`config.mk`:
```
export PLATFORM = sky130hd
export DESIGN_NAME = arm_rem_div
export DESIGN_NICKNAME = d
export VERILOG_FILES = /design/src/sv/arm_pkg.sv /design/src/sv/arm_rem_div.sv
export SDC_FILE = /design/constraint.sdc
export NUM_CORES = 1
export LEC_CHECK = 0
export ABC_AREA = 1
export ABC_CLOCK_PERIOD_IN_PS = 3010
export BUFFER_PORTS_ARGS = -buffer_cell sky130_fd_sc_hd__buf_4
export CORE_AREA = 2 2 103 105
export DETAILED_ROUTE_END_ITERATION = 7
export DIE_AREA = 0 0 105 107
export GPL_TIMING_DRIVEN = 1
export HOLD_SLACK_MARGIN = 0.05
export PLACE_DENSITY = 0.69
export SETUP_SLACK_MARGIN = 0.2
export SLEW_MARGIN = 30
export SYNTH_ARGS = -nofsm -noshare
export SYNTH_HDL_FRONTEND = slang
export SYNTH_SLANG_ARGS = --single-unit
```
`constraint.sdc`:
```
create_clock -name clk -period 3.01 [get_ports clk]
set_clock_uncertainty 0.1 [all_clocks]
set_input_delay 0.4515 -clock clk [delete_from_list [all_inputs] [get_ports clk]]
set_output_delay 0.4515 -clock clk [all_outputs]
set_load 0.1 [all_outputs]
```
`src/sv/arm_pkg.sv`:
```
// ----------------------------------------------------------------------------
// arm_pkg
// Types and constants shared by the aliased region membership test.
// ----------------------------------------------------------------------------
`default_nettype none

package arm_pkg;

	// default fraction bits of positions and bounds
	localparam int FRACTION_BITS_DEF = 8;

	// fixed field widths
	localparam int POS_W = 32;
	localparam int CNT_W = 8;
	localparam int PER_W = 16;
	localparam int D2_W  = 63;

	// p - first always fits in 34 signed bits
	localparam int DVD_W = 34;

	// clamp value of the squared distance
	localparam logic [D2_W-1:0] SAT_D2 = D2_W'(1) << 62;

	typedef struct packed {
		logic signed [POS_W-1:0] position;
		logic signed [CNT_W-1:0] aliasing_count;
		logic signed [POS_W-1:0] window_first;
		logic signed [POS_W-1:0] window_last;
		logic [PER_W-1:0]        period_points;
		logic                    fold_allowed;
		logic                    final_dimension;
	} item_t;

	typedef struct packed {
		logic [D2_W-1:0] distance_squared;
		logic            dimension_inside;
		logic            peak_inside;
		logic            is_final;
	} result_t;

	// divider status toward the sequencer
	typedef struct packed {
		logic busy;
		logic done;
	} div_status_t;

	typedef enum logic [2:0] {
		ST_IDLE,
		ST_DIV,
		ST_ADJ,
		ST_DIST,
		ST_SQR,
		ST_OUT
	} arm_state_t;

endpackage

`default_nettype wire

```
`src/sv/arm_rem_div.sv`:
```
// ----------------------------------------------------------------------------
// arm_rem_div
// Serial restoring divider, one dividend bit per cycle, remainder only.
// The divisor must hold steady while busy.
// ----------------------------------------------------------------------------
`default_nettype none

module arm_rem_div import arm_pkg::*; #(
	parameter int PQ_W = PER_W + FRACTION_BITS_DEF
) (
	input  wire logic              clk,
	input  wire logic              arst_n,
	input  wire logic              start,
	input  wire logic [DVD_W-1:0]  dividend,
	input  wire logic [PQ_W-1:0]   divisor,
	output div_status_t            status,
	output logic [PQ_W-1:0]        remainder
);

	localparam int STEP_W = $clog2(DVD_W + 1);

	logic [STEP_W-1:0] step_q;
	logic              busy_q;
	logic              done_q;
	logic [PQ_W-1:0]   rem_q;
	logic [DVD_W-1:0]  dvd_q;

	logic [PQ_W:0]     trial;
	logic [PQ_W:0]     diff;
	logic              fits;
	logic [PQ_W-1:0]   rem_d;

	// one restoring step: shift in next dividend bit, subtract if it fits
	always_comb begin
		trial = {rem_q, dvd_q[DVD_W-1]};
		diff  = trial - {1'b0, divisor};
		fits  = trial >= {1'b0, divisor};
		rem_d = fits ? diff[PQ_W-1:0] : trial[PQ_W-1:0];
	end

	// step control
	always_ff @(posedge clk or negedge arst_n) begin
		if (!arst_n) begin
			busy_q <= 1'b0;
			done_q <= 1'b0;
			step_q <= '0;
		end else begin
			done_q <= 1'b0;
			if (start) begin
				busy_q <= 1'b1;
				step_q <= STEP_W'(DVD_W);
			end else if (busy_q) begin
				step_q <= step_q - STEP_W'(1);
				if (step_q == STEP_W'(1)) begin
					busy_q <= 1'b0;
					done_q <= 1'b1;
				end
			end
		end
	end

	// partial remainder and dividend shift register
	always_ff @(posedge clk) begin
		if (start) begin
			rem_q <= '0;
			dvd_q <= dividend;
		end else if (busy_q) begin
			rem_q <= rem_d;
			dvd_q <= {dvd_q[DVD_W-2:0], 1'b0};
		end
	end

	assign status.busy = busy_q;
	assign status.done = done_q;
	assign remainder   = rem_q;

endmodule

`default_nettype wire

```
---- After elaboration in Yosys (flattened, before gate mapping) ----
Index checks and enable logic that the tools add are counted.
storage, ports and cells
  memories kept ........................... 0
  word-level logic and storage cells ...... 21
  RAM bits ................................ 0
  input bits .............................. 61
  output and inout port bits .............. 26
  latch bits .............................. 0
  memory bits (read-only) ................. 0
  register bits ........................... 66
cells by class
  mux-type cells .......................... 11
  multipliers ............................. 0
  equality and inequality tests ........... 1
  bitwise logic cells ..................... 0
  divide/modulo/power cells ............... 0
  add/sub/neg operators ................... 2
  reduce and logical (&&, ||, !) cells .... 1
  $lt $le $gt $ge ......................... 1
  shifts and indexed selects .............. 0
operator list
  kind                                                  count
  2-to-1 mux 34 bit                                     2
  greater-or-equal comparator 25 x 24 -> 1 bit          1
  2-to-1 mux 24 bit                                     1
  subtractor 24 bit                                     1
  2-to-1 mux 6 bit                                      2
  equality test 6 x 1 -> 1 bit (second input constant)  1
  2-to-1 mux 1 bit                                      6
  subtractor 6 x 1 -> 6 bit (second input constant)     1
  nonzero test 2 bit                                    1

---- Logic depth before layout (Yosys ltp) ----
Gate-level depths: netlist of the first run.
  word-level depth ........................ 4
  mapped depth ............................ 15
  depth with buffers taken out ............ 15

---- Least setup slack after synthesis of the first run ----
Ideal clock, no wire load.
  path kind ............................... flip-flop to flip-flop
  start ................................... register rem_q[20], in the netlist remainder[20]
  end ..................................... register rem_q[4], in the netlist remainder[4]
  buffers on the path ..................... 1
  setup slack ............................. 0.282 ns
  data required time ...................... 2.733 ns
  period minus slack after synthesis ...... 2.728 ns
  arrival ................................. 2.450 ns
  stages on the path, launching flop included .. 11
  library setup time ...................... 0.177 ns
  cells stage by stage .................... dfxtp_1 -> ha_1 -> nand2_1 -> nor3_1 -> nand2_1 -> clkinv_1 -> a21oi_4 -> buf_2 -> nand4_1 -> nand3_1 -> o21ai_1
between the ends
  longest elaborated chain between the ends .. 2
ends and longest elaborated chain
  what                                          line               source
  start: declaration                            arm_rem_div.sv:25  logic [PQ_W-1:0] rem_q;
  start signal: assignment                      arm_rem_div.sv:68  rem_q <= rem_d;
  greater-or-equal comparator 25 x 24 -> 1 bit  arm_rem_div.sv:37  fits = trial >= {1'b0, divisor};
  2-to-1 mux 24 bit                             arm_rem_div.sv:38  rem_d = fits ? diff[PQ_W-1:0] : trial[PQ_W-1:0];
Every way passes these cells.
A chain may end at the register's enable or synchronous reset.

---- Worst setup path after layout of the first run ----
  start ................................... register rem_q[20], in the netlist remainder[20]
  end ..................................... register rem_q[21], in the netlist remainder[21]
between the ends
  longest elaborated chain between the ends .. 2
  elaborated cells between the ends (all ways) .. 3
  classes of those cells .................. add/sub: 1; order compare: 1; mux: 1
ends and longest elaborated chain
  what                                                                                      line
  subtractor 24 bit / greater-or-equal comparator 25 x 24 -> 1 bit (equally long branches)  arm_rem_div.sv:36, arm_rem_div.sv:37
  2-to-1 mux 24 bit (*)                                                                     arm_rem_div.sv:38
Every way passes the cells marked *; elsewhere a longest branch is shown, timed or not.

==> flow_summary.ini, run 1 <==
[final_layout]
postLayoutCoreUtil_pct = 58.2
seqCellArea_um2 = 1700
syn_to_final_growth_pct = 20.4
final_cell_mix = 292 x nand2_1, 137 x inv_1, 93 x buf_4, 59 x nand3_1
final_common_cell = nand2_1
antenna_cells = 0
drive_above_1_share_pct = 15.5
nFillCells = 1028
multiInputGateArea_um2 = 2520
nets = 915
final_cells = 968
design_area_um2 = 5870

[power]
ir_drop_mv = 0.433
power_mw = 5.76
power_per_cell_area_nw_per_um2 = 980
p_sw_mw = 3.11
swShare_pct = 54.0
p_clk_share_pct = 15.5
seq_power_share_pct = 22.8
p_int_mw = 2.65
p_comb_share_pct = 61.7
leakage_nw = 3.28

[die]
die_x_um = 105
pin_count = 87
initial_core_util_pct = 48.3
core-area_um2 = 10100
die_area_um2 = 11200
rows = 37
die_y_um = 107

[worst_setup_path]
required_ns = 3.16
crit_chain = ha_1 -> nand2_1 -> nor3_1 -> nand2_1 -> nor2_1 -> nand2_2 -> nand3_4 -> nand3_1 -> nand3_1 -> nand2_1
crit_path_top_delay_cell = ha_1
cp_max_fo = 24
arrival_ns = 2.54
crit_path_frequent_cell = nand2_1
ff2ff_setup_slack_ns = 0.62
criticalPathCategory = reg -> reg
cp-end-kind = flop
cp-start-kind = flop
max_stage_delay_ns = 0.40
reg2regPathDepth = 10

[drt]
drtPass1Iterations = 7
via_per_inst = 4.88
ant_nets = 0
drt-total-wl_mm = 12.6
num_vias = 4720
routedWlPerCell_um = 13.0
drt_iter0_drc = 255
drc = 0

[global_routing]
antenna_found_initial = 0
grt-ovfl-total = 0
grt_max_degree = 40
grt_pass1_vias = 4473
grt_pass1_wl_mm = 20.9
track_usage_pct = 22.9

[clock_network]
cts_max_level = 3
clkSinkCount = 66
clockRootBuffer = clkbuf_8
clock_latency_ns = 0.35
cts_tree = done
hold_buffers = 1
clkTransAtPathRegs_ns = 0.09
cts_buffer_depth = 2
cts_made_buffers = 9
cts_resized = 0
post_cts.repair.setup_buffers = 0

[hold_path]
worstHoldPathCells = 3
hp-class = in -> reg

[placement]
portBuffers = 86
hpwl_mm = 9.55
pre_cts_slack_ns = 0.411
placed_cells = 951
place_congestion = 0.927
place_area_um2 = 5640

[synthesis]
syn_nets = 832
mappedNetlistArea_um2 = 4880
synthArstFlopShare_pct = 12.1
synth.yosys.seq_area_share_pct = 34.9
synth_edf_count = 34
avgSynthCellArea_um2 = 6.56
yosysUniqueCellTypes = 38
yosys_warnings = 0
synth_ff_type = edfxtp_1
synthCells = 744
ys_ff_latch = 66

[timing]
final_hold_viol_count = 0
fin_crit_sh_pct = 79.4
finalMaxSlewViolations = 0
hold-worst-slack_ns = 0.268
slew_headroom_pct = 55.8
clock.fmax_ghz = 0.418
rsz0062_at_grt = false
fin_crit_ns = 2.39
worst_pin_slew_ns = 0.663
setup_viol = 0
tns_ns = 0
finalWorstSetupSlack_ns = 0.620

[run]
max_cap_viol_count = 0

[outcome]
outcome = finished, final reports clean
kinds of logic (layout without fill, tap and decap cells):
| kind of cell | Yosys count | after routing | share of synthesized area (%) |
|---|---|---|---|
| XOR/XNOR | 11 | 11 | 1.98 |
| buffers and inverters | 167 | 255 | 13.4 |
| AO/OA/AOI/OAI | 38 | 38 | 4.33 |
| flip-flops | 66 | 66 | 34.9 |
| AND/OR/NAND/NOR | 435 | 435 | 38.3 |
| adder cells (fa/ha/maj) | 27 | 27 | 7.08 |
power by group through the flow:
| stage | logic [mW] | clock network [mW] | registers, mW |
|---|---|---|---|
| 2_1_floorplan | 1.82 | 0 | 2.30 |
| 3_3_place_gp | 3.52 | 0 | 1.33 |
| 3_5_place_dp | 3.54 | 0 | 1.33 |
| 4_1_cts | 3.55 | 0.909 | 1.32 |
| 5_1_grt | 3.90 | 0.940 | 1.35 |
| 6_report | 3.55 | 0.892 | 1.31 |
path summary, 6_finish.rpt:
path	start	to
setup / recovery	remainder[20]$_SDFFE_PP0P_	remainder[21]$_SDFFE_PP0P_
hold / removal	dividend[14]	dvd_q[14]$_DFFE_PP_
min in group asynchronous	arst_n	step_q[3]$_DFFE_PN0P_
max in group asynchronous	arst_n	step_q[0]$_DFFE_PN0P_
hold reg to reg	remainder[22]$_SDFFE_PP0P_	remainder[22]$_SDFFE_PP0P_
setup reg to reg	remainder[20]$_SDFFE_PP0P_	remainder[21]$_SDFFE_PP0P_
cell usage after synthesis, types with 5 or more instances:
cell type  number  area [um2]
edfxtp_1       34        1020
clkbuf_1       13        48.8
dfxtp_1        24         480
o21ai_1         8        40.0
nand3_1        59         295
buf_2           5        25.0
ha_1           26         325
o21ai_0        11        55.1
nand4_1        29         181
dfrtp_1         8         200
a21oi_1        14        70.1
nor2_1         35         131
inv_2           6        22.5
inv_1         138         518
xnor2_1         8        70.1
nand2_1       292        1100
worst max-delay path: cells and delay by family, from the launching register on:
family	cells	cell delay (ns)
flip-flops	1	0.35
AND/OR/NAND/NOR	9	1.46
adder cells (fa/ha/maj)	1	0.40
area by class of cell:
cell class                 count  area share, %
timing repair buffer          94           12.1
multi-input combinational    511           43.0
clock buffer                   9           2.11
sequential                    66           29.0
tap                          136           2.90
inverter                     145           9.27
clock inverter                 7           1.73
routing by layer:
layer / up-vias / wire (um) / GRT usage, %
met5: - / 0 / 0
met4: 0 / 187 / 6.86
met3: 13 / 714 / 5.35
met2: 131 / 5830 / 37.2
met1: 2093 / 5870 / 30.4
li1: 2483 / - / -
flip-flops by register name, indices dropped and copies added, names as in the netlist:
signal / cells
dvd_q: 34
remainder: 24
step_q: 6
busy_q: 1
done_q: 1
Note: power is estimated with default switching activity, not from simulation.
==> run 2, diff against run 1 <==
--- a/config.mk
+++ b/config.mk
@@ -6,7 +6,7 @@
 export NUM_CORES = 1
 export LEC_CHECK = 0
 export ABC_AREA = 1
-export ABC_CLOCK_PERIOD_IN_PS = 3010
+export ABC_CLOCK_PERIOD_IN_PS = 2400
 export BUFFER_PORTS_ARGS = -buffer_cell sky130_fd_sc_hd__buf_4
 export CORE_AREA = 2 2 103 105
 export DETAILED_ROUTE_END_ITERATION = 7
==> constraint.sdc (replaced) <==
create_clock -name clk -period 2.4 [get_ports clk]
set_clock_uncertainty 0.1 [all_clocks]
set_input_delay 0.36 -clock clk [delete_from_list [all_inputs] [get_ports clk]]
set_output_delay 0.36 -clock clk [all_outputs]
set_load 0.1 [all_outputs]
==> flow_summary.ini, run 2 (synthesis results as in run 1) <==
[outcome]
outcome = finished, final reports clean

[final_layout]
antenna_cells = 0
seqCellArea_um2 = 1790
nFillCells = 946
final_common_cell = nand2_1
final_cells = 983
largest-register = dvd_q
largest_register_ffs = 34
postLayoutCoreUtil_pct = 63.9
syn_to_final_growth_pct = 32.2
final_cell_mix = 282 x nand2_1, 136 x inv_1, 96 x buf_4, 55 x nand3_1, 34 x edfxtp_1
nets = 930
multiInputGateArea_um2 = 2810
drive_above_1_share_pct = 24.7

[worst_setup_path]
cp-end-kind = flop
required_ns = 2.54
arrival_ns = 2.28
ff2ff_setup_slack_ns = 0.26
crit_chain = ha_2 -> nand2_2 -> nor2_4 -> nand2_2 -> nor2_4 -> nand4_4 -> buf_12 -> nand3_4 -> o21ai_1 -> nand3_1 -> nand2_1
cp_max_fo = 9
criticalPathCategory = reg -> reg
crit_path_top_delay_cell = ha_2
cp-start-kind = flop
max_stage_delay_ns = 0.37

[placement]
pre_cts_slack_ns = 0.00709
hpwl_mm = 9.10
portBuffers = 86
place_congestion = 0.934
placed_cells = 955

[global_routing]
track_usage_pct = 22.7
grt_max_degree = 39
antenna_found_initial = 0
grt-ovfl-total = 0
grt_pass1_vias = 4572
grt_pass1_wl_mm = 20.7

[power]
ir_drop_mv = 0.559
seq_power_share_pct = 22.5
p_comb_share_pct = 62.6
p_int_mw = 3.81
power_mw = 7.89
swShare_pct = 51.7
leakage_nw = 3.44
power_per_cell_area_nw_per_um2 = 1220
p_clk_share_pct = 14.9
p_sw_mw = 4.08

[hold_path]
hp-class = in -> reg

[drt]
drtPass1Iterations = 5
routedWlPerCell_um = 13.3
via_per_inst = 5.03
drt_iter0_drc = 256
num_vias = 4946
ant_nets = 0
dr.max_layer_used = met4
wl_met2_mm = 6.19
drc = 0
drt-total-wl_mm = 13.1
met3_length_um = 797
met1_length_mm = 5.53

[timing]
finalMaxSlewViolations = 0
finalWorstSetupSlack_ns = 0.260
setup_viol = 0
final_hold_viol_count = 0
fin_crit_sh_pct = 89.2
rsz0062_at_grt = true
tns_ns = 0
worst_pin_slew_ns = 0.447
fin_crit_ns = 2.14
slew_headroom_pct = 69.9
clock.fmax_ghz = 0.467

[clock_network]
cts_buffer_depth = 2
clkTransAtPathRegs_ns = 0.08
clkSinkCount = 66
cts_tree = done
cts_max_level = 3
cts_made_buffers = 9
clock_latency_ns = 0.35
clockRootBuffer = clkbuf_8

[die]
pin_count = 87
initial_core_util_pct = 48.3
rows = 37
die_area_um2 = 11200
die_x_um = 105
die_y_um = 107
core-area_um2 = 10100

[run]
max_cap_viol_count = 0
-- run 2: final cells by class --
| cell class | count | area share, % |
|---|---|---|
| Tap cell | 136 | 2.64 |
| Sequential cell | 66 | 27.7 |
| Multi-Input combinational cell | 514 | 43.5 |
| Clock buffer | 10 | 1.98 |
| Inverter | 145 | 8.44 |
| Timing Repair Buffer | 106 | 13.9 |
| Clock inverter | 6 | 1.79 |
-- run 2: timing repair --
| action | in CTS | in global routing |
|---|---|---|
| cloned | 1 | 4 |
| resized for setup | 3 | 62 |
| endpoints found under the hold margin | 8 | 0 |
| buffers inserted | 0 | 6 |
| setup endpoints to repair | 24 | 24 |
| hold buffers | 1 | 0 |
| pin swaps | 1 | 14 |
-- run 2: worst paths after layout --
path                                                    to  cells past startpoint                       start
max in group asynchronous            step_q[2]$_DFFE_PN0P_                      2                      arst_n
worst min register to register  remainder[22]$_SDFFE_PP0P_                      2  remainder[22]$_SDFFE_PP0P_
worst max-delay path            remainder[12]$_SDFFE_PP0P_                     11   remainder[9]$_SDFFE_PP0P_
worst max register to register  remainder[12]$_SDFFE_PP0P_                     11   remainder[9]$_SDFFE_PP0P_
worst min-delay path                   dvd_q[16]$_DFFE_PP_                      3                dividend[16]
min in group asynchronous            step_q[0]$_DFFE_PN0P_                      2                      arst_n
-- run 2: critical path: cells and delay by family, from the launching register on --
family | cells | cell delay (ns)
and+or+nand+nor | 8 | 0.92
buffers and inverters | 1 | 0.17
AOI/OAI and AO/OA | 1 | 0.09
DFF | 1 | 0.35
adders and majority gates | 1 | 0.37
-- run 2: power groups by stage --
stage	clock network (mW)	logic, mW	registers (mW)
2_1_floorplan	0	2.27	3.00
3_3_place_gp	0	4.42	1.76
6_report	1.17	4.94	1.78
4_1_cts	1.20	4.50	1.75
3_5_place_dp	0	4.44	1.77
5_1_grt	1.24	5.40	1.82
-- run 2: per-layer routing --
| layer | GRT usage, % | vias up |
|---|---|---|
| li1 | - | 2521 |
| met1 | 28.2 | 2226 |
| met2 | 39.5 | 160 |
| met3 | 3.47 | 39 |
| met4 | 9.62 | 0 |
| met5 | 0 | - |
-- run 2: per-stage QoR --
| stage | area (um2) | hold slack (ns) |
|---|---|---|
| global route | 6450 | 0.169 |
| floorplan | 4960 | -0.0356 |
| CTS | 6020 | 0.162 |
| finish | 6450 | 0.169 |
| detailed placement | 5750 | 0.0836 |
| global placement | 5750 | 0.0833 |
==> run 3, diff against run 2 <==
--- a/config.mk
+++ b/config.mk
@@ -8,12 +8,14 @@
 export ABC_AREA = 1
 export ABC_CLOCK_PERIOD_IN_PS = 2400
 export BUFFER_PORTS_ARGS = -buffer_cell sky130_fd_sc_hd__buf_4
-export CORE_AREA = 2 2 103 105
+export CELL_PAD_IN_SITES_DETAIL_PLACEMENT = 0
+export CELL_PAD_IN_SITES_GLOBAL_PLACEMENT = 1
+export CORE_AREA = 2 2 114 116
 export DETAILED_ROUTE_END_ITERATION = 7
-export DIE_AREA = 0 0 105 107
+export DIE_AREA = 0 0 116 118
 export GPL_TIMING_DRIVEN = 1
 export HOLD_SLACK_MARGIN = 0.05
-export PLACE_DENSITY = 0.69
+export PLACE_DENSITY = 0.78
 export SETUP_SLACK_MARGIN = 0.2
 export SLEW_MARGIN = 30
 export SYNTH_ARGS = -nofsm -noshare
==> flow_summary.ini, run 3 (synthesis results as in run 1) <==
[clock_network]
clkSinkCount = 66
cts_tree = done
cts_made_buffers = 9
cts_max_level = 3
clock_latency_ns = 0.34
clkTransAtPathRegs_ns = 0.06
cts_buffer_depth = 2
clockRootBuffer = clkbuf_16

[drt]
ant_nets = 0
via_per_inst = 4.76
routedWlPerCell_um = 13.7
drc = 0
num_vias = 4864
drt_iter0_drc = 241
drt-total-wl_mm = 14.0
drtPass1Iterations = 5

[final_layout]
largest_register_ffs = 34
drive_above_1_share_pct = 26.0
nets = 932
final_cell_mix = 276 x nand2_1, 136 x inv_1, 102 x buf_4, 53 x nand3_1, 34 x edfxtp_1
design_area_um2 = 6660
final_common_cell = nand2_1
nFillCells = 1300
syn_to_final_growth_pct = 36.5
antenna_cells = 0
final_cells = 1021
largest-register = dvd_q

[worst_setup_path]
crit_chain = ha_2 -> nand2_2 -> nor3_4 -> nand2_2 -> nor2_2 -> nand2_4 -> buf_4 -> nand3_4 -> nand3_1 -> nand3_1 -> nand2_1
required_ns = 2.53
cp_top_family = simple AND/OR/NAND/NOR gates
arrival_ns = 2.25
crit_buf_inv = 1
cp-start-kind = flop
max_stage_delay_ns = 0.38
cp_max_fo = 6
cp-end-kind = flop
criticalPathCategory = reg -> reg
crit_path_top_delay_cell = ha_2

[timing]
final_hold_viol_count = 0
rsz0062_at_grt = true
slew_headroom_pct = 71.4
fin_crit_sh_pct = 88.3
setup_viol = 0
finalWorstSetupSlack_ns = 0.282
tns_ns = 0
fin_crit_ns = 2.12
finalMaxSlewViolations = 0
clock.fmax_ghz = 0.472
worst_pin_slew_ns = 0.426

[power]
power_mw = 8.39
leakage_nw = 3.48
ir_drop_mv = 0.451
power_per_cell_area_nw_per_um2 = 1260

[placement]
hpwl_mm = 9.77
place_area_um2 = 5810
pre_cts_slack_ns = -0.0116
placed_cells = 991
portBuffers = 86
place_congestion = 0.878

[outcome]
outcome = finished, final reports clean

[global_routing]
track_usage_pct = 20.5
antenna_found_initial = 0
grt_pass1_vias = 4481
grt_pass1_wl_mm = 22.0
grt-ovfl-total = 0
grt_max_degree = 47

[die]
initial_core_util_pct = 39.3
die_x_um = 116
pin_count = 87
die_y_um = 118
die_area_um2 = 13700
core-area_um2 = 12400
rows = 41

[run]
max_cap_viol_count = 0

[hold_path]
hp-class = in -> reg
## run 3: cell count changes in the layout (fill, tap and decap cells not counted), sizes merged
| cell | delta |
|---|---|
| buf | +3 |
| bufinv | -1 |
| clkbuf | -1 |
| inv | +1 |
## run 3: area by class of cell
type | instances | area (um2) | share of cell area [%]
Timing Repair Buffer | 108 | 876 | 13.1
Multi-Input combinational cell | 514 | 2920 | 43.9
Tap cell | 172 | 215 | 3.23
Sequential cell | 66 | 1790 | 26.8
Inverter | 145 | 544 | 8.17
Clock inverter | 6 | 88.8 | 1.33
Clock buffer | 10 | 229 | 3.44
## run 3: what timing repair did
action                     in CTS  in global routing
cloned                          2                  2
setup endpoints to repair      24                 24
pin swaps                       2                 16
gates resized for setup         7                 74
hold buffers                    1                  0
hold endpoints to repair        8                  0
setup buffers                   2                  7
## run 3: tightest hold or removal path, cell delays in order
cell and delay (ns):
buf_4 0.08, nand2_1 0.04, inv_1 0.04
## run 3: final timing paths
kind	end	cells after the start	start	slack, ns
max in group asynchronous	step_q[1]$_DFFE_PN0P_	2	arst_n	1.79
min in group asynchronous	step_q[4]$_DFFE_PN0P_	2	arst_n	0.26
max	remainder[23]$_SDFFE_PP0P_	11	remainder[21]$_SDFFE_PP0P_	0.28
min	dvd_q[0]$_SDFFCE_PN0P_	3	dividend[0]	0.18
max reg2reg	remainder[23]$_SDFFE_PP0P_	11	remainder[21]$_SDFFE_PP0P_	0.28
min reg2reg	remainder[15]$_SDFFE_PP0P_	2	remainder[15]$_SDFFE_PP0P_	0.38
## run 3: power by group
| group | leakage (nW) | internal [mW] | switching (mW) |
|---|---|---|---|
| sequential | 0.683 | 1.55 | 0.256 |
| clock | 0.151 | 0.914 | 0.537 |
| combinational | 2.65 | 1.69 | 3.44 |
## run 3: per-stage QoR
step	util, %	hold slack (ns)
2_1_floorplan	-	-0.0356
3_3_place_gp	46.8	0.0859
3_5_place_dp	46.8	0.0880
4_1_cts	50.0	0.173
5_1_grt	53.7	0.175
6_report	53.7	0.185
## run 3: layer usage
layer  up-vias  part of all wire [%]  track usage (%)
met3        27                   4.7             3.76
li1       2533                     -                -
met2       113                    47             32.6
met5         -                     0                0
met1      2191                    46             27.5
met4         0                   2.7             7.81
